File: config.mk
export PLATFORM = sky130hd
export DESIGN_NAME = flash_record_log_controller_unit
export DESIGN_NICKNAME = d
export VERILOG_FILES = /design/src/rtl/core/frlc_pkg.sv /design/src/rtl/core/frlc_front.sv /design/src/rtl/core/frlc_queue.sv /design/src/rtl/core/frlc_back.sv /design/src/rtl/core/flash_record_log_controller_unit.sv
export SDC_FILE = /design/constraint.sdc
export NUM_CORES = 1
export LEC_CHECK = 0
export BUFFER_PORTS_ARGS = -buffer_cell sky130_fd_sc_hd__clkbuf_2
export CORE_MARGIN = 2
export CORE_UTILIZATION = 49
export CTS_CLUSTER_SIZE = 25
export DETAILED_ROUTE_END_ITERATION = 10
export PLACE_DENSITY = 0.72
export RECOVER_POWER = 100
export SYNTH_ARGS = -nofsm -noshare
export SYNTH_HDL_FRONTEND = slang
export SYNTH_SLANG_ARGS = --single-unit
File: constraint.sdc
create_clock -name i_clk -period 3.6 [get_ports i_clk]
set_clock_uncertainty 0.2 [all_clocks]
set_input_delay 0 -clock i_clk [delete_from_list [all_inputs] [get_ports i_clk]]
set_output_delay 0 -clock i_clk [all_outputs]
set_load 0.02 [all_outputs]
File: src/rtl/core/frlc_pkg.sv
// shared types, codes and constants of the flash record log controller
package frlc_pkg;

    localparam int SECTOR_COUNT_DEF     = 4;
    localparam int BLOCKS_IN_SECTOR_DEF = 16;
    localparam int QUEUE_DEPTH_DEF      = 4;

    localparam logic [31:0] COOKIE_ERASED = 32'hFFFF_FFFF;
    localparam logic [31:0] COOKIE_ZERO   = 32'h0000_0000;
    localparam logic [31:0] MAGIC_RESET   = 32'hDEAD_BEEF;
    localparam logic [15:0] START_RESET   = 16'h0000;

    localparam logic [1:0] FUNC_SAVE  = 2'd0;
    localparam logic [1:0] FUNC_LOAD  = 2'd1;
    localparam logic [1:0] FUNC_REPLY = 2'd2;

    localparam logic CFG_MAGIC = 1'b0;
    localparam logic CFG_START = 1'b1;

    typedef enum logic [2:0] {
        OP_READ_COOKIE = 3'd0,
        OP_ZERO_COOKIE = 3'd1,
        OP_ERASE       = 3'd2,
        OP_WRITE       = 3'd3,
        OP_READ_REC    = 3'd4,
        OP_NOT_FOUND   = 3'd5,
        OP_REJECT      = 3'd6
    } t_op;

    typedef struct packed {
        t_op         op;
        logic [15:0] sector;
        logic [3:0]  block;
    } t_res;

    // up to three results, last_idx is the index of the final one
    typedef struct packed {
        logic [1:0]       last_idx;
        t_res [2:0]       res;
    } t_entry;

    typedef struct packed {
        logic empty;
        logic full;
    } t_q_status;

endpackage

File: src/rtl/core/frlc_front.sv
// front part: accepts requests, tracks the cursor and builds result groups
module frlc_front import frlc_pkg::*; #(
    parameter int SECTOR_COUNT     = SECTOR_COUNT_DEF,
    parameter int BLOCKS_IN_SECTOR = BLOCKS_IN_SECTOR_DEF
) (
    input  logic        i_clk,
    input  logic        i_rst_n,
    input  logic        i_valid,
    input  logic [1:0]  i_func,
    input  logic [31:0] i_cookie,
    input  logic [31:0] i_magic,
    input  logic [15:0] i_start,
    input  t_q_status   i_q_status,
    output logic        o_stall,
    output logic        o_push,
    output t_entry      o_entry
);

    localparam int SEC_W = (SECTOR_COUNT > 1) ? $clog2(SECTOR_COUNT) : 1;
    localparam int BLK_W = (BLOCKS_IN_SECTOR > 1) ? $clog2(BLOCKS_IN_SECTOR) : 1;
    localparam logic [SEC_W-1:0] SEC_LAST = SEC_W'(SECTOR_COUNT - 1);
    localparam logic [BLK_W-1:0] BLK_LAST = BLK_W'(BLOCKS_IN_SECTOR - 1);

    typedef enum logic [1:0] {
        MODE_IDLE,
        MODE_SAVE,
        MODE_LOAD
    } t_mode;

    t_mode              r_mode,   n_mode;
    logic [SEC_W-1:0]   r_sector, n_sector;
    logic [BLK_W-1:0]   r_cursor, n_cursor;
    logic               accept;
    logic [1:0]         k;
    logic               cur_end;
    logic               sec_end;
    logic [SEC_W-1:0]   sec_inc;
    logic [BLK_W-1:0]   cur_inc;

    function automatic t_res mk(t_op op, logic [15:0] start, logic [SEC_W-1:0] sec,
                                logic [BLK_W-1:0] blk);
        t_res        r;
        logic [15:0] wide_blk;
        wide_blk = 16'(blk);
        r.op     = op;
        r.sector = start + 16'(sec);
        r.block  = wide_blk[3:0];
        return r;
    endfunction

    function automatic t_res blank(t_op op);
        t_res r;
        r.op     = op;
        r.sector = '0;
        r.block  = '0;
        return r;
    endfunction

    assign o_stall = i_q_status.full;
    assign accept  = i_valid && !i_q_status.full;
    assign o_push  = accept;
    assign cur_end = (r_cursor == BLK_LAST);
    assign sec_end = (r_sector == SEC_LAST);
    assign sec_inc = SEC_W'(r_sector + 1'b1);
    assign cur_inc = BLK_W'(r_cursor + 1'b1);

    always_comb begin
        n_mode            = r_mode;
        n_sector          = r_sector;
        n_cursor          = r_cursor;
        k                 = 2'd0;
        o_entry.last_idx  = 2'd0;
        o_entry.res       = '0;
        o_entry.res[0]    = blank(OP_REJECT);
        unique case (i_func)
            FUNC_SAVE, FUNC_LOAD: begin
                if (r_mode == MODE_IDLE) begin
                    n_mode         = (i_func == FUNC_SAVE) ? MODE_SAVE : MODE_LOAD;
                    o_entry.res[0] = mk(OP_READ_COOKIE, i_start, r_sector, r_cursor);
                end
            end
            FUNC_REPLY: begin
                if (r_mode == MODE_SAVE) begin
                    if (i_cookie == COOKIE_ERASED) begin
                        o_entry.res[0] = mk(OP_WRITE, i_start, r_sector, r_cursor);
                        n_mode         = MODE_IDLE;
                    end else begin
                        if (i_cookie != COOKIE_ZERO) begin
                            o_entry.res[0] = mk(OP_ZERO_COOKIE, i_start, r_sector, r_cursor);
                            k              = 2'd1;
                        end
                        if (cur_end) begin
                            o_entry.res[k] = mk(OP_ERASE, i_start, r_sector, '0);
                            n_cursor       = '0;
                            if (sec_end) begin
                                n_sector              = '0;
                                n_mode                = MODE_IDLE;
                                o_entry.res[k + 2'd1] = mk(OP_WRITE, i_start, '0, '0);
                            end else begin
                                n_sector              = sec_inc;
                                o_entry.res[k + 2'd1] = mk(OP_READ_COOKIE, i_start,
                                                           sec_inc, '0);
                            end
                            o_entry.last_idx = k + 2'd1;
                        end else begin
                            n_cursor         = cur_inc;
                            o_entry.res[k]   = mk(OP_READ_COOKIE, i_start, r_sector, cur_inc);
                            o_entry.last_idx = k;
                        end
                    end
                end else if (r_mode == MODE_LOAD) begin
                    if (i_cookie == i_magic) begin
                        o_entry.res[0] = mk(OP_READ_REC, i_start, r_sector, r_cursor);
                        n_mode         = MODE_IDLE;
                    end else if (cur_end && sec_end) begin
                        n_cursor       = '0;
                        n_sector       = '0;
                        n_mode         = MODE_IDLE;
                        o_entry.res[0] = blank(OP_NOT_FOUND);
                    end else if (cur_end) begin
                        n_cursor       = '0;
                        n_sector       = sec_inc;
                        o_entry.res[0] = mk(OP_READ_COOKIE, i_start, sec_inc, '0);
                    end else begin
                        n_cursor       = cur_inc;
                        o_entry.res[0] = mk(OP_READ_COOKIE, i_start, r_sector, cur_inc);
                    end
                end
            end
            default: begin
                o_entry.res[0] = blank(OP_REJECT);
            end
        endcase
    end

    always_ff @(posedge i_clk) begin
        if (!i_rst_n) begin
            r_mode   <= MODE_IDLE;
            r_sector <= '0;
            r_cursor <= '0;
        end else if (accept) begin
            r_mode   <= n_mode;
            r_sector <= n_sector;
            r_cursor <= n_cursor;
        end
    end

endmodule

File: src/rtl/core/frlc_queue.sv
// short queue of result groups between front and back
module frlc_queue import frlc_pkg::*; #(
    parameter int QUEUE_DEPTH = QUEUE_DEPTH_DEF
) (
    input  logic      i_clk,
    input  logic      i_rst_n,
    input  logic      i_push,
    input  t_entry    i_entry,
    input  logic      i_pop,
    output t_entry    o_head,
    output t_q_status o_status
);

    localparam int PTR_W = (QUEUE_DEPTH > 1) ? $clog2(QUEUE_DEPTH) : 1;
    localparam int CNT_W = $clog2(QUEUE_DEPTH + 1);
    localparam logic [PTR_W-1:0] PTR_LAST = PTR_W'(QUEUE_DEPTH - 1);
    localparam logic [CNT_W-1:0] CNT_FULL = CNT_W'(QUEUE_DEPTH);

    t_entry             r_mem [QUEUE_DEPTH];
    logic [PTR_W-1:0]   r_wr_ptr;
    logic [PTR_W-1:0]   r_rd_ptr;
    logic [CNT_W-1:0]   r_count;
    logic               do_push;
    logic               do_pop;

    assign o_status.empty = (r_count == '0);
    assign o_status.full  = (r_count == CNT_FULL);
    assign o_head         = r_mem[r_rd_ptr];
    assign do_push        = i_push && !o_status.full;
    assign do_pop         = i_pop && !o_status.empty;

    always_ff @(posedge i_clk) begin
        if (do_push) begin
            r_mem[r_wr_ptr] <= i_entry;
        end
    end

    always_ff @(posedge i_clk) begin
        if (!i_rst_n) begin
            r_wr_ptr <= '0;
            r_rd_ptr <= '0;
            r_count  <= '0;
        end else begin
            if (do_push) begin
                r_wr_ptr <= (r_wr_ptr == PTR_LAST) ? '0 : PTR_W'(r_wr_ptr + 1'b1);
            end
            if (do_pop) begin
                r_rd_ptr <= (r_rd_ptr == PTR_LAST) ? '0 : PTR_W'(r_rd_ptr + 1'b1);
            end
            if (do_push && !do_pop) begin
                r_count <= CNT_W'(r_count + 1'b1);
            end else if (do_pop && !do_push) begin
                r_count <= CNT_W'(r_count - 1'b1);
            end
        end
    end

endmodule

File: src/rtl/core/frlc_back.sv
// back part: sends the results of each group one at a time
module frlc_back import frlc_pkg::*; (
    input  logic        i_clk,
    input  logic        i_rst_n,
    input  t_entry      i_head,
    input  t_q_status   i_q_status,
    output logic        o_pop,
    input  logic        i_stall,
    output logic        o_valid,
    output logic [2:0]  o_op,
    output logic [15:0] o_sector_number,
    output logic [3:0]  o_block_index,
    output logic        o_last
);

    logic [1:0] r_sub;
    logic       r_valid;
    t_res       r_res;
    logic       r_last;
    logic       load;
    logic       is_last;
    t_res       cur;

    assign load    = !i_q_status.empty && (!r_valid || !i_stall);
    assign cur     = i_head.res[r_sub];
    assign is_last = (r_sub == i_head.last_idx);
    assign o_pop   = load && is_last;

    assign o_valid         = r_valid;
    assign o_op            = r_res.op;
    assign o_sector_number = r_res.sector;
    assign o_block_index   = r_res.block;
    assign o_last          = r_last;

    always_ff @(posedge i_clk) begin
        if (!i_rst_n) begin
            r_valid <= 1'b0;
            r_sub   <= '0;
        end else if (load) begin
            r_valid <= 1'b1;
            r_sub   <= is_last ? 2'd0 : r_sub + 2'd1;
        end else if (!i_stall) begin
            r_valid <= 1'b0;
        end
    end

    always_ff @(posedge i_clk) begin
        if (load) begin
            r_res  <= cur;
            r_last <= is_last;
        end
    end

endmodule

File: src/rtl/core/flash_record_log_controller_unit.sv
// top level of the flash record log controller
// a request's result group is written into the queue, then each result is registered in the back part's output register
// throughput: one request per cycle while the queue is not full; the output port sends one result per cycle
// while results are queued and i_out_stall is low, and sends the results of a request one after another
// reset clears the search state, queue and output valid and restores both config registers
module flash_record_log_controller_unit import frlc_pkg::*; #(
    parameter int SECTOR_COUNT     = SECTOR_COUNT_DEF,
    parameter int BLOCKS_IN_SECTOR = BLOCKS_IN_SECTOR_DEF,
    parameter int QUEUE_DEPTH      = QUEUE_DEPTH_DEF
) (
    input  logic        i_clk,
    input  logic        i_rst_n,
    input  logic        i_cfg_we,
    input  logic        i_cfg_index,
    input  logic [31:0] i_cfg_data,
    input  logic        i_in_valid,
    output logic        o_in_stall,
    input  logic [1:0]  i_func,
    input  logic [31:0] i_cookie,
    output logic        o_out_valid,
    input  logic        i_out_stall,
    output logic [2:0]  o_op,
    output logic [15:0] o_sector_number,
    output logic [3:0]  o_block_index,
    output logic        o_last
);

    logic [31:0] r_magic;
    logic [15:0] r_start;
    logic        push;
    logic        pop;
    t_entry      entry;
    t_entry      head;
    t_q_status   q_status;

    always_ff @(posedge i_clk) begin
        if (!i_rst_n) begin
            r_magic <= MAGIC_RESET;
            r_start <= START_RESET;
        end else if (i_cfg_we) begin
            unique case (i_cfg_index)
                CFG_MAGIC: r_magic <= i_cfg_data;
                CFG_START: r_start <= i_cfg_data[15:0];
                default:   r_magic <= r_magic;
            endcase
        end
    end

    frlc_front #(
        .SECTOR_COUNT     (SECTOR_COUNT),
        .BLOCKS_IN_SECTOR (BLOCKS_IN_SECTOR)
    ) u_front (
        .i_clk      (i_clk),
        .i_rst_n    (i_rst_n),
        .i_valid    (i_in_valid),
        .i_func     (i_func),
        .i_cookie   (i_cookie),
        .i_magic    (r_magic),
        .i_start    (r_start),
        .i_q_status (q_status),
        .o_stall    (o_in_stall),
        .o_push     (push),
        .o_entry    (entry)
    );

    frlc_queue #(
        .QUEUE_DEPTH (QUEUE_DEPTH)
    ) u_queue (
        .i_clk    (i_clk),
        .i_rst_n  (i_rst_n),
        .i_push   (push),
        .i_entry  (entry),
        .i_pop    (pop),
        .o_head   (head),
        .o_status (q_status)
    );

    frlc_back u_back (
        .i_clk           (i_clk),
        .i_rst_n         (i_rst_n),
        .i_head          (head),
        .i_q_status      (q_status),
        .o_pop           (pop),
        .i_stall         (i_out_stall),
        .o_valid         (o_out_valid),
        .o_op            (o_op),
        .o_sector_number (o_sector_number),
        .o_block_index   (o_block_index),
        .o_last          (o_last)
    );

    a_blank_results_final: assert property (@(posedge i_clk) disable iff (!i_rst_n)
        o_out_valid && (o_op == OP_REJECT || o_op == OP_NOT_FOUND)
        |-> o_last && o_sector_number == 16'd0 && o_block_index == 4'd0)
        else $error("reject or not found result malformed");

    a_erase_block_zero: assert property (@(posedge i_clk) disable iff (!i_rst_n)
        o_out_valid && o_op == OP_ERASE |-> o_block_index == 4'd0 && !o_last)
        else $error("erase result malformed");

    a_zero_not_last: assert property (@(posedge i_clk) disable iff (!i_rst_n)
        o_out_valid && o_op == OP_ZERO_COOKIE |-> !o_last)
        else $error("zero cookie result ends its group");

    a_stall_on_full: assert property (@(posedge i_clk) disable iff (!i_rst_n)
        q_status.full |-> o_in_stall && !q_status.empty)
        else $error("queue full without input stall");

endmodule

# Word level (Yosys, flattened, before mapping)

Memory sizes are Yosys's and may differ from the RTL's. A register that Yosys moved wholly into a read port is not among the register bits.
Index checks and enable logic that the tools add are counted.

Register bits: 90
Bits in latches: 0
Bits in writable memories: 284
Bits in read-only memories: 0
Bits of input ports: 72
Output and inout port bits: 26
Word-level logic and storage cells: 149
Memories: 1

Add/sub/neg operators: 10
$mul: 0
Divide/modulo/power cells: 0
$lt $le $gt $ge: 5
Eq/ne operators: 21
Shifts and indexed selects: 0
Mux-type cells: 66
Bitwise logic cells: 1
Reduce and logical (&&, ||, !) cells: 31

Memory list:

| name          | depth | bits a word | read ports | clocked after memory_dff | wr ports | RTL line         | text |
|---|---|---|---|---|---|---|---|
| u_queue.r_mem | 4     | 71          | 1          | 1                        | 1        | frlc_queue.sv:19 | `t_entry r_mem [QUEUE_DEPTH];` |

Operators with widths:

| kind                                                        | count |
|---|---|
| 2-to-1 mux 23 bit                                           | 13 |
| bitwise mux 69 bit                                          | 4 |
| 2-to-1 mux 48 bit                                           | 3 |
| demux 23 bit (select 2 bit)                                 | 2 |
| 2-to-1 mux 71 bit                                           | 1 |
| 2-to-1 mux 69 bit                                           | 1 |
| 2-to-1 mux 2 bit                                            | 25 |
| binary-select mux 23 bit (select 2 bit)                     | 1 |
| one-hot mux 23 bit (2 select lines)                         | 1 |
| adder 16 x 2 -> 16 bit                                      | 2 |
| == test 32 bit                                              | 1 |
| == test 32 bit (second input constant)                      | 1 |
| nonzero test 32 bit                                         | 1 |
| 2-to-1 mux 4 bit                                            | 6 |
| 2-to-1 mux 20 bit                                           | 1 |
| AND reduction 7 bit                                         | 2 |
| adder 2 x 1 -> 2 bit (second input constant)                | 5 |
| == test 2 bit (second input constant)                       | 5 |
| logical AND 1 bit                                           | 10 |
| less-than comparator 2 x 3 -> 1 bit (second input constant) | 3 |
| != test 2 x 1 -> 1 bit (second input constant)              | 4 |
| != test 4 x 3 -> 1 bit (second input constant)              | 2 |
| nonzero test 2 bit                                          | 4 |
| logical NOT 1 bit                                           | 6 |
| other kinds (21)                                            | 30 |

# Longest topological paths before layout

Gate-level depths: netlist of run 1.

Depth in word-level cells: 16
Gate-level depth with buffers: 11
Gate-level depth less buffers: 10

# By module

From an unflattened synthesis of run 1, not the netlist that was laid out.

Cell total of the unflattened synthesis: 1,250
Area total of the unflattened synthesis: 17,476.8 um2

By module, submodules not included:

| module                           | instances | cells an instance | area an instance (um2) | sequential area each (um2) |
|---|---|---|---|---|
| frlc_queue                       | 1         | 422               | 10,801.6               | 8,708.4 |
| frlc_front                       | 1         | 493               | 3,218.1                | 160.2 |
| flash_record_log_controller_unit | 1         | 213               | 2,075.7                | 960.9 |
| frlc_back                        | 1         | 122               | 1,381.3                | 780.7 |

# Least setup slack after synthesis of run 1

No wires, ideal clock.

Path kind: register to register
Start: register u_queue.r_count[0]
End: register u_queue.r_count[2]
Setup time: 0.076 ns
Data arrival time: 3.067 ns
Required time: 3.324 ns
Setup slack: 0.257 ns
Stages on the path, launching flop included: 10
Buffers on the path: 0
Period minus slack after synthesis: 3.343 ns
Cells stage by stage: dfxtp_1 nor3_1 a21oi_1 nand2_2 ha_1 inv_1 fa_1 xor2_1 or3_1 a21boi_0

Cells in the longest elaborated chain, start to end: 8
Elaborated cells on any way between the ends: 18
Those cells by class: add/sub: 2; eq/ne: 1; mux: 2; reduce/logical: 13

Ends and longest elaborated chain:

| item                                                   | RTL line         | text |
|---|---|---|
| start: declaration                                     | frlc_queue.sv:22 | `logic [CNT_W-1:0] r_count;` |
| start signal: assignment                               | frlc_queue.sv:51 | `r_count <= CNT_W'(r_count + 1'b1);` |
| start signal: assignment                               | frlc_queue.sv:53 | `r_count <= CNT_W'(r_count - 1'b1);` |
| logical NOT 3 bit (*)                                  | frlc_queue.sv:26 | `assign o_status.empty = (r_count == '0);` |
| logical NOT 1 bit (*)                                  | frlc_back.sv:24  | `assign load = !i_q_status.empty && (!r_valid \|\| !i_stall);` |
| logical AND 1 bit (*)                                  | frlc_back.sv:24  |  |
| named net u_back.load                                  | frlc_back.sv:20  | `logic load;` |
| logical AND 1 bit (*)                                  | frlc_back.sv:27  | `assign o_pop = load && is_last;` |
| logical AND 1 bit (*)                                  | frlc_queue.sv:30 | `assign do_pop = i_pop && !o_status.empty;` |
| logical NOT 1 bit                                      | frlc_queue.sv:50 | `if (do_push && !do_pop) begin` |
| logical AND 1 bit                                      | frlc_queue.sv:50 |  |
| 2-to-1 mux 3 bit or nonzero test 2 bit (tied branches) | -                |  |

Mark *: on every way through the listed nets, which the timed path passes. The rest lies on a longest branch. The select of a mux whose other input is x is not followed.
A chain may end at the register's enable or synchronous reset.

==> impl_results.md, run 1 <==
* H-tree depth at 2
* Worst hold path class: input port to register
* CP cell instances: ha_1, nand3_1, inv_1, clkbuf_1, nand2_1, nand3_1, a21oi_1, a222oi_1, o22ai_1
* Io pins at 98
* TritonCTS buffer count at 37
* Post-synth EDFFs at 280
* Global-route wire length before repair at 59,370 microns
* Critical path origin: u_front.r_cursor[0]
* GR Overflow Total at 0
* Syn Area/Cell at 13.24 sq um
* Routed WL at 37,970 microns
* Setup violations, final at 0
* Post-synthesis net count at 1,294
* Synth cell types at 76
* Top cell type's share of synthesized area at 52.80%
* Antenna violations before repair at 1
* Share of cells above drive strength 1 at 16.44%
* Slew headroom at -26.19%
* Violated checks: max-capacitance violations, max-slew violations
* R2r worst-path depth at 9
* Place WS at 0.2946 ns
* Synth warnings at 0
* Tot Pwr at 11.53 mW
* Static Leak at 6.354 nW
* Die ar. at 33,960 sq um
* Hold Vio Cnt, Final at 0
* Final worst slack at 0.2331 ns
* Main synth FF type: edfxtp_1
* HP Start: i_cfg_data[0]
* CP arrival at 3.39 ns
* Via-to-Cell Ratio at 5.708
* Worst path slowest cell: dfxtp_1
* Period utilization at 93.52%
* Remaining DRCs at 0
* Clk Latency, worst-skew pair at 0.51 ns
* Std cell rows at 66
* CP max FO at 15
* TritonCTS clock tree: built
* Vias at 10.58k
* CP Buf/Inv Count at 2
* Routability cong. at 0.9185
* Max-cap violations at 3
* NumNets Final at 1,473
* Largest net degree at the start of global routing at 63
* Post-synthesis sequential area ratio at 61.35%
* Area Overhead vs Synth at 18.65%
* Pwr/cell area at 610.1 nW/um^2
* Core area at 32,290 sq um
* Synth Cell Area at 15,930 sq um
* Slew of the pin with the lowest slew margin at 1.893 ns
* Drt pass-1 iters at 6
* Initial Util at 49.32%
* Wire per inst at 20.48 microns
* Leading area contributor after synthesis: edfxtp_1
* Worst Setup End Kind: register
* Gr usage total at 22.88%
* CP peak stage delay at 0.49 ns
* TritonCTS Sinks at 348
* Post-route antenna net violation count at 0
* Vias in the first global route at 10.64k
* CP startpoint kind: register
* # Post-CTS Setup Buffers at 0
* Min Hold Slack at 0.09665 ns
* Worst EP required at 3.62 ns
* Yosys reg bits at 348
* Async set-reset flop share out of synthesis at 0%
* Number of max-slew violations in the final report at 92
* Final HPWL DP at 24,820 microns
* Final Critical Period at 3.367 ns
* Top delay family on crit path: buffers and inverters
* Worst vdd rail ir drop at 0.0005287 V
* Maximum clock rate at 0.2970 GHz
* CP Depth at 9
* Syn Inst Count at 1,203
* Die height at 184.3 microns
* Synth area leaders: edfxtp_1 53%, mux4_2 9.1%, dfxtp_1 8.5%, nand2_1 3.8%, xnor2_1 2.8%
* Placed insts at 1,707
* Most common cell on crit path: nand3_1
* Total negative slack at 0 ns
* Hold Path Depth at 4
* Clock Root Buffer: clkbuf_16
* Width of the chip at 184.3 microns
* Port-buffer cells at 97
* Crit path kind: register to register
* Initial DRC Count at 846
* Reg-to-reg critical path startpoint: u_front.r_cursor[0]
* Non-Filler Instances at 1,854
* Clock Path Buffers at 3
* Unrepaired setup endpoints after global routing: no
* Clock-pin slew on the worst setup and hold paths at 0.06 ns
* Status: finished with violations
cells in the mapped netlist (4+ instances only):
library cell	number
edfxtp_1	280
nand2_1	160
dfxtp_1	68
nor2_1	67
mux4_2	64
clkbuf_1	51
xnor2_1	51
nand3_1	39
o21ai_0	38
inv_1	34
mux2i_1	34
a21oi_1	27
a21boi_0	26
o22ai_1	22
nand4_1	21
buf_2	18
nor2b_1	18
ha_1	16
nor3_1	14
xor2_1	14
nor4_1	10
a211oi_1	8
and2_1	8
a31oi_1	7
and3_1	7
nand2b_1	7
a221oi_1	6
or3_1	6
a2bb2oi_1	5
a21oi_2	4
a311oi_1	4
final timing paths:
| path | slack, ns | to |
|---|---|---|
| max | 0.23 | u_queue.r_mem[2][7] |
| min | 0.1 | r_magic[0] |
| max reg2reg | 0.23 | u_queue.r_mem[2][7] |
| min reg2reg | 0.28 | r_magic[30] |
tightest hold or removal path: cells and delay by family:
family	cells	cell delay, ns
simple gates	2	0.13
buf+inv	2	0.66
layout by cell type (no fill, tap or decap), drive strengths merged, types with 38 or more instances in the layout:
master         n
clkbuf       172
dfxtp         68
dlygate4sd3   78
edfxtp       280
inv           38
mux4          64
nand2        162
nand3         41
nor2          69
o21ai         40
xnor2         51
final cells by class:
type / instances / area (sq um)
inverter: 36 / 135.1
antenna: 1 / 2.502
timing repair buffer: 216 / 1534
sequential: 348 / 9771
tap: 442 / 553.0
fill: 2527 / 13390
clock inverter: 14 / 173.9
multi-input combinational: 743 / 5660
clock buffer: 54 / 1066
registers in the layout, indices dropped and copies added (netlist names), named ones only:
name / cells
u_back.o_sector_number: 16
u_queue.r_wr_ptr: 2
u_queue.r_mem: 256
u_back.o_block_index: 4
r_start: 16
u_back.o_last: 1
u_front.r_cursor: 4
u_front.r_sector: 2
u_queue.r_rd_ptr: 2
u_back.o_op: 3
u_front.r_mode: 2
u_back.r_sub: 2
r_magic: 32
u_back.o_valid: 1
u_queue.r_count: 3
power breakdown:
| group | switching [mW] | internal (mW) | leakage (nW) |
|---|---|---|---|
| sequential | 0.175 | 4.96 | 3.23 |
| clock | 1.48 | 2.35 | 0.606 |
| combinational | 1.46 | 1.10 | 2.52 |
| total | 3.12 | 8.40 | 6.35 |
per-layer routing:
| metal | global-route usage (%) | wire length (microns) | up-vias |
|---|---|---|---|
| li1 | - | - | 4880 |
| met1 | 30.65 | 15920 | 5179 |
| met2 | 37.75 | 18220 | 445 |
| met3 | 4.110 | 2738 | 79 |
| met4 | 8.096 | 1084 | 0 |
| met5 | 0 | 0 | - |
timing repair:
| action | 4_1_cts | 5_1_grt |
|---|---|---|
| endpoints found under the hold margin | 76 | 0 |
| hold buffers | 78 | 0 |
| resized for setup | 0 | 3 |
| endpoints found under the setup margin | 0 | 9 |
logic make-up (layout without fill, tap and decap cells):
logic type                 Yosys count  after routing  share of synthesized area (%)
xor gates and xnor gates            65             65                          3.575
buffers and inverters              112            320                          2.946
DFF                                348            348                          61.35
muxes                              101            101                          11.42
adders and majority gates           19             19                          1.634
and+or+nand+nor                    378            378                          11.30
other                                0              1                              0
AOI/OAI and AO/OA                  180            180                          7.778
per-stage QoR:
step,cell area (sq um),utilization (%)
2_1_floorplan,15930,-
3_3_place_gp,17050,52.80
3_5_place_dp,17050,52.80
4_1_cts,19070,59.06
5_1_grt,18890,58.51
6_report,18900,58.52
Note: power is estimated with default switching activity, not from simulation.
==> run 2, diff against run 1 <==
Settings changed: MAX_ROUTING_LAYER set to met4.
==> impl_results.md, run 2 (same netlist as run 1, synthesis figures left out) <==
* Clock Root Buffer: clkbuf_16
* Worst EP required at 3.86 ns (+0.24 ns)
* Clock-pin slew on the worst setup and hold paths at 0.06 ns (about the same)
* Drt pass-1 iters at 8 (+2)
* Global-route wire length before repair at 60,300 microns (+1.6%)
* Vias in the first global route at 10.81k (+1.6%)
* Width of the chip at 184.3 microns (unchanged)
* GR Overflow Total at 0 (unchanged)
* Status: finished with violations
* Setup violations, final at 0 (unchanged)
* H-tree depth at 2 (unchanged)
* Number of max-slew violations in the final report at 83 (-9.8%)
* TritonCTS buffer count at 37 (unchanged)
* Io pins at 98 (unchanged)
* Place WS at 0.3017 ns (+0.007145 ns)
* Pwr/cell area at 603.4 nW/um^2 (-1.1%)
* Die height at 184.3 microns (unchanged)
* Top reg by flops: u_queue.r_mem
* Worst vdd rail ir drop at 0.0005005 V (-5.3%)
* Crit path kind: register to register
* CP peak stage delay at 0.58 ns (+0.09 ns)
* Period utilization at 95.42% (+1.9 points)
* Routability cong. at 0.9321 (+1.5%)
* Critical path origin: u_front.r_mode[1]
* CP cell instances: nor2b_1, o21ai_0, nand2_1, nand2_1, or4b_1, dlygate4sd3_1, o21ai_0, dlygate4sd3_1
* Non-Filler Instances at 1,850 (-0.22%)
* Port-buffer cells at 97 (unchanged)
* NumNets Final at 1,471 (-0.14%)
* Final Critical Period at 3.435 ns (+0.06831 ns)
* Post-route antenna net violation count at 0 (unchanged)
* Largest net degree at the start of global routing at 63 (unchanged)
* Initial Util at 49.32% (unchanged)
* Static Leak at 6.325 nW (-0.45%)
* Reg-to-reg critical path startpoint: u_front.r_mode[1]
* Maximum clock rate at 0.2911 GHz (-2.0%)
* Commonest non-fill, non-tap cell in the layout: edfxtp_1
* Core area at 32,290 sq um (unchanged)
* Slew of the pin with the lowest slew margin at 2.118 ns (+0.2253 ns)
* Total negative slack at 0 ns (unchanged)
* Wire per inst at 20.98 microns (+2.4%)
* TritonCTS clock tree: built
* Std cell rows at 66 (unchanged)
* Antenna violations before repair at 0 (-1)
* Max reg flops at 256 (unchanged)
* Area Overhead vs Synth at 18.13%
* Die ar. at 33,960 sq um (unchanged)
* Violated checks: max-capacitance violations, max-slew violations
* Hold Vio Cnt, Final at 0 (unchanged)
* Slew headroom at -41.21% (-15 points)
* Worst hold path class: input port to register
* Clock Path Buffers at 3 (unchanged)
* Most frequent cells in the layout: 280 x edfxtp_1, 162 x nand2_1, 81 x dlygate4sd3_1
* Final worst slack at 0.1648 ns (-0.06831 ns)
* Unrepaired setup endpoints after global routing: no
* Remaining DRCs at 0 (unchanged)
* CP startpoint kind: register
* Worst Setup End Kind: register
* Final HPWL DP at 24,710 microns (-0.45%)
* Routed WL at 38,810 microns (+2.2%)
* Via-to-Cell Ratio at 5.795 (+1.5%)
* Biggest regs: u_queue.r_mem x256, r_magic x32
* Max-cap violations at 4 (+1)
* Gr usage total at 23.99% (+1.1 points)
* TritonCTS Sinks at 348 (unchanged)
* Tot Pwr at 11.35 mW (-1.5%)
* Vias at 10.72k (+1.3%)
* Ant diodes at 0 (-1)
* Worst path slowest cell: dfxtp_1
* Share of cells above drive strength 1 at 16.41% (-0.036 points)
* Placed insts at 1,702 (-0.29%)
* CP arrival at 3.70 ns (+0.31 ns)
* Clk Latency, worst-skew pair at 0.52 ns (about the same)
* Initial DRC Count at 1,136 (+34%)
* HP Start: i_rst_n
* CP max FO at 13 (-2)
[run 2: changes by cell type in the layout (fill, tap and decap cells not counted), moves of 3 or more]
cell,previous run,this run
clkinv_1,3,9
dlygate4sd3_1,78,81
buf_4,14,17
clkbuf_1,56,43
[run 2: layout make-up]
| class | instances | area, sq um |
|---|---|---|
| Tap cell | 442 | 553.0 |
| Fill cell | 2526 | 13480 |
| Inverter | 36 | 135.1 |
| Clock buffer | 47 | 996.0 |
| Multi-Input combinational cell | 743 | 5652 |
| Clock inverter | 20 | 157.7 |
| Sequential cell | 348 | 9771 |
| Timing Repair Buffer | 214 | 1549 |
[run 2: power by group]
group,leakage [nW],internal (mW),switching (mW)
Clock,0.572,2.11,1.52
Combinational,2.53,1.10,1.48
Sequential,3.23,4.96,0.181
[run 2: final timing paths]
kind / to / slack, ns / depth (start not counted)
worst max-delay path: u_front.r_mode[0] / 0.16 / 8
worst min-delay path: u_back.r_sub[0] / 0.07 / 2
worst max register to register: u_front.r_mode[0] / 0.16 / 8
worst min register to register: r_magic[28] / 0.28 / 2
[run 2: what timing repair did]
item | 4_1_cts | 5_1_grt
hold buffers | 81 | 0
setup endpoints to repair | 0 | 4
setup buffers | 0 | 0
endpoints found under the hold margin | 89 | 0
resized for setup | 0 | 1
[run 2: metal layers]
| metal | global-route usage (%) | share of wire [%] |
|---|---|---|
| met1 | 32.08 | 42 |
| met2 | 38.69 | 48 |
| met3 | 2.746 | 6.3 |
| met4 | 7.904 | 3.4 |
| met5 | - | 0 |
[run 2: critical path: cells and delay by family, from the launching register on]
| family | cells | cell delay (ns) |
|---|---|---|
| and+or+nand+nor | 4 | 1.19 |
| buffers and inverters | 2 | 1.11 |
| AOI/OAI and AO/OA | 2 | 0.29 |
| DFF | 1 | 0.58 |
[run 2: through the flow]
| stage | hold slack (ns) | utilization [%] | instance area (sq um) |
|---|---|---|---|
| floorplan | -0.07603 | - | 15930 |
| global placement | 0.008308 | 52.65 | 17000 |
| detailed placement | 0.01232 | 52.65 | 17000 |
| CTS | 0.03999 | 58.73 | 18960 |
| global route | 0.1188 | 58.27 | 18810 |
| finish | 0.07068 | 58.27 | 18810 |
==> run 3, diff against run 2 <==
Settings changed: SYNTH_HIERARCHICAL set to 1.
==> impl_results.md, run 3 <==
* Number of max-slew violations in the final report at 29 (-65%)
* Placed insts at 1,769 (+3.9%)
* Global-route wire length before repair at 63,070 microns (+4.6%)
* Clock Root Buffer: clkbuf_16
* # Post-CTS Setup Buffers at 0 (unchanged)
* Width of the chip at 192.9 microns (+4.7%)
* Commonest non-fill, non-tap cell in the layout: edfxtp_1
* Switching power at 3.542 mW (+11%)
* Violated checks: max-capacitance violations, max-slew violations
* Initial Util at 49.50% (+0.17 points)
* Leading area contributor after synthesis: edfxtp_1
* Switch share at 28.80% (+0.76 points)
* Top reg by flops: u_queue/r_mem
* Fillers at 2,860 (+13%)
* Initial DRC Count at 853 (-25%)
* Reg power frac at 47.3% (+2.0 points)
* CP startpoint kind: register
* Slew headroom at -6.570% (+35 points)
* R2r worst-path depth at 9 (+1)
* Io pins at 98 (unchanged)
* Most frequent cells in the layout: 308 x edfxtp_1, 112 x nand2_1, 76 x dlygate4sd3_1
* TritonCTS buffer count at 40 (+8.1%)
* Total negative slack at 0 ns (unchanged)
* Hold Vio Cnt, Final at 0 (unchanged)
* Wire per inst at 21.02 microns (+0.21%)
* Slew of the pin with the lowest slew margin at 1.599 ns (-0.5196 ns)
* GR Overflow Total at 0 (unchanged)
* TritonCTS Sinks at 376 (+8.0%)
* Logic pwr share at 21.5% (-1.2 points)
* Critical path origin: r_magic[21]
* Setup violations, final at 0 (unchanged)
* CP cell instances: xnor2_1, nand4_1, nor4_2, nand2_1, clkbuf_1, and2_1, a221oi_1, a21oi_1, clkbuf_1
* Yosys reg bits at 376 (+8.0%)
* Area Overhead vs Synth at 14.32%
* TritonCTS clock tree: built
* Count leader, synth: edfxtp_1
* Clock Path Buffers at 3 (unchanged)
* Most common cell on crit path: clkbuf_1
* Core area at 35,310 sq um (+9.4%)
* CP max FO at 11 (-2)
* Commonest cells post-synth: 308 x edfxtp_1, 112 x nand2_1, 70 x mux4_2, 70 x nor2_1, 68 x dfxtp_1
* Resized cells post-CTS at 0 (unchanged)
* HP Start: i_cfg_data[20]
* Worst EP required at 3.66 ns (-0.20 ns)
* Max-cap violations at 1 (-3)
* Top cell type's share of synthesized area at 52.92% (+0.12 points)
* Status: finished with violations
* Routability cong. at 0.9421 (+1.1%)
* Maximum clock rate at 0.3088 GHz (+6.1%)
* CP peak stage delay at 0.59 ns (about the same)
* Worst reg2reg setup slack at 0.36 ns (+0.20 ns)
* H-tree depth at 2 (unchanged)
* Vias at 11.11k (+3.6%)
* Drt pass-1 iters at 5 (-3)
* Pwr/cell area at 615.5 nW/um^2 (+2.0%)
* Share of cells above drive strength 1 at 17.15% (+0.74 points)
* Clock Power Share at 31.2% (-0.8 points)
* Die height at 192.9 microns (+4.7%)
* Post-synthesis sequential area ratio at 60.71% (-0.63 points)
* Post-route antenna net violation count at 0 (unchanged)
* Tot Pwr at 12.30 mW (+8.3%)
* Remaining DRCs at 0 (unchanged)
* Pint at 8.756 mW (+7.2%)
* Reg-to-reg critical path startpoint: r_magic[21]
* Crit path kind: register to register
* Std cell rows at 69 (+4.5%)
* Unrepaired setup endpoints after global routing: no
* Worst vdd rail ir drop at 0.0005019 V (+0.27%)
* Place WS at 0.4165 ns (+0.1148 ns)
* Clock-pin slew on the worst setup and hold paths at 0.06 ns (about the same)
* Period utilization at 89.95% (-5.5 points)
* Worst path slowest cell: nor4_2
* Synth area leaders: edfxtp_1 53%, mux4_2 9.0%, dfxtp_1 7.8%, xnor2_1 2.8%, mux2i_1 2.4%
* Synth Cell Area at 17,480 sq um (+9.7%)
* Static Leak at 6.776 nW (+7.1%)
* Post-synth EDFFs at 308 (+10%)
* Worst hold path class: input port to register
* Synth cell types at 73 (-3.9%)
* Non-Filler Instances at 1,919 (+3.7%)
* Worst Setup End Kind: register
* Max reg flops at 284 (+11%)
* Ant diodes at 0 (unchanged)
* Synth warnings at 6 (+6)
* Antenna violations before repair at 0 (unchanged)
* Hold Path Depth at 4 (+2)
* CP arrival at 3.30 ns (-0.40 ns)
* Final HPWL DP at 25,250 microns (+2.2%)
* Main synth FF type: edfxtp_1
* Clk Latency, worst-skew pair at 0.54 ns (+0.02 ns)
* Via-to-Cell Ratio at 5.790 (about the same)
* Syn Inst Count at 1,250 (+3.9%)
* Async set-reset flop share out of synthesis at 0% (unchanged)
* NumNets Final at 1,520 (+3.3%)
* Port-buffer cells at 97 (unchanged)
* Biggest regs: u_queue/r_mem x284, r_magic x32
* Syn Area/Cell at 13.98 sq um (+5.6%)
* Vias in the first global route at 11.17k (+3.3%)
* Final core utilization at 56.58% (-1.7 points)
* Final Critical Period at 3.238 ns (-0.1969 ns)
* Largest net degree at the start of global routing at 75 (+19%)
* Die ar. at 37,190 sq um (+9.5%)
* Hold Buf Count CTS at 76 (-6.2%)
* Routed WL at 40,340 microns (+3.9%)
* Final worst slack at 0.3617 ns (+0.1969 ns)
* Gr usage total at 22.93% (-1.1 points)
-- run 3: logic make-up after synthesis --
kind of cell	share of synthesized area [%]
AO/OA/AOI/OAI	8.047
XOR/XNOR	3.157
adder cells (fa/ha/maj)	1.704
buffers and inverters	5.054
flip-flops	60.71
multiplexers	11.58
other	0.02146
AND/OR/NAND/NOR	9.729
-- run 3: final cells by class --
class / instances / area [sq um] / share of cell area [%]
repair buffers: 217 / 1474 / 7.377
clock buffers: 44 / 1016 / 5.085
flip-flops and latches: 376 / 10620 / 53.13
inverters: 48 / 180.2 / 0.9018
multi-input cells: 743 / 5901 / 29.53
clock inverters: 30 / 216.5 / 1.083
well taps: 461 / 576.8 / 2.887
-- run 3: per-layer routing --
layer	vias up	routed length [microns]	part of all wire [%]	track usage, %
met1	5508	17320	43	30.84
met5	-	0	0	-
li1	5110	-	-	-
met3	62	2665	6.6	3.110
met2	431	19620	49	37.14
met4	0	733	1.8	5.813
-- run 3: final timing paths --
check / to
hold / removal: r_magic[20]
setup / recovery: u_queue/r_mem[1][6]
hold reg to reg: r_magic[24]
setup reg to reg: u_queue/r_mem[1][6]
-- run 3: power groups by stage --
stage / Combinational (mW) / Sequential [mW] / Clock (mW)
global placement: 2.71 / 5.84 / 0
floorplan: 1.88 / 6.00 / 0
detailed placement: 2.75 / 5.87 / 0
finish: 2.64 / 5.81 / 3.84
CTS: 2.83 / 5.79 / 3.92
global route: 2.89 / 5.87 / 4.09
-- run 3: worst max-delay path: cells and delay by family (launching register included) --
family / cells / cell delay [ns]
compound gates: 2 / 0.45
simple gates: 4 / 1.33
xor+xnor: 1 / 0.17
flops: 1 / 0.32
buf+inv: 2 / 0.47
-- run 3: stage by stage --
stage,cell area (sq um),hold WS [ns]
floorplan,17500,-0.06760
global placement,18270,0.03288
detailed placement,18270,0.03871
CTS,20260,0.01425
global route,19980,0.05493
finish,19980,0.05786
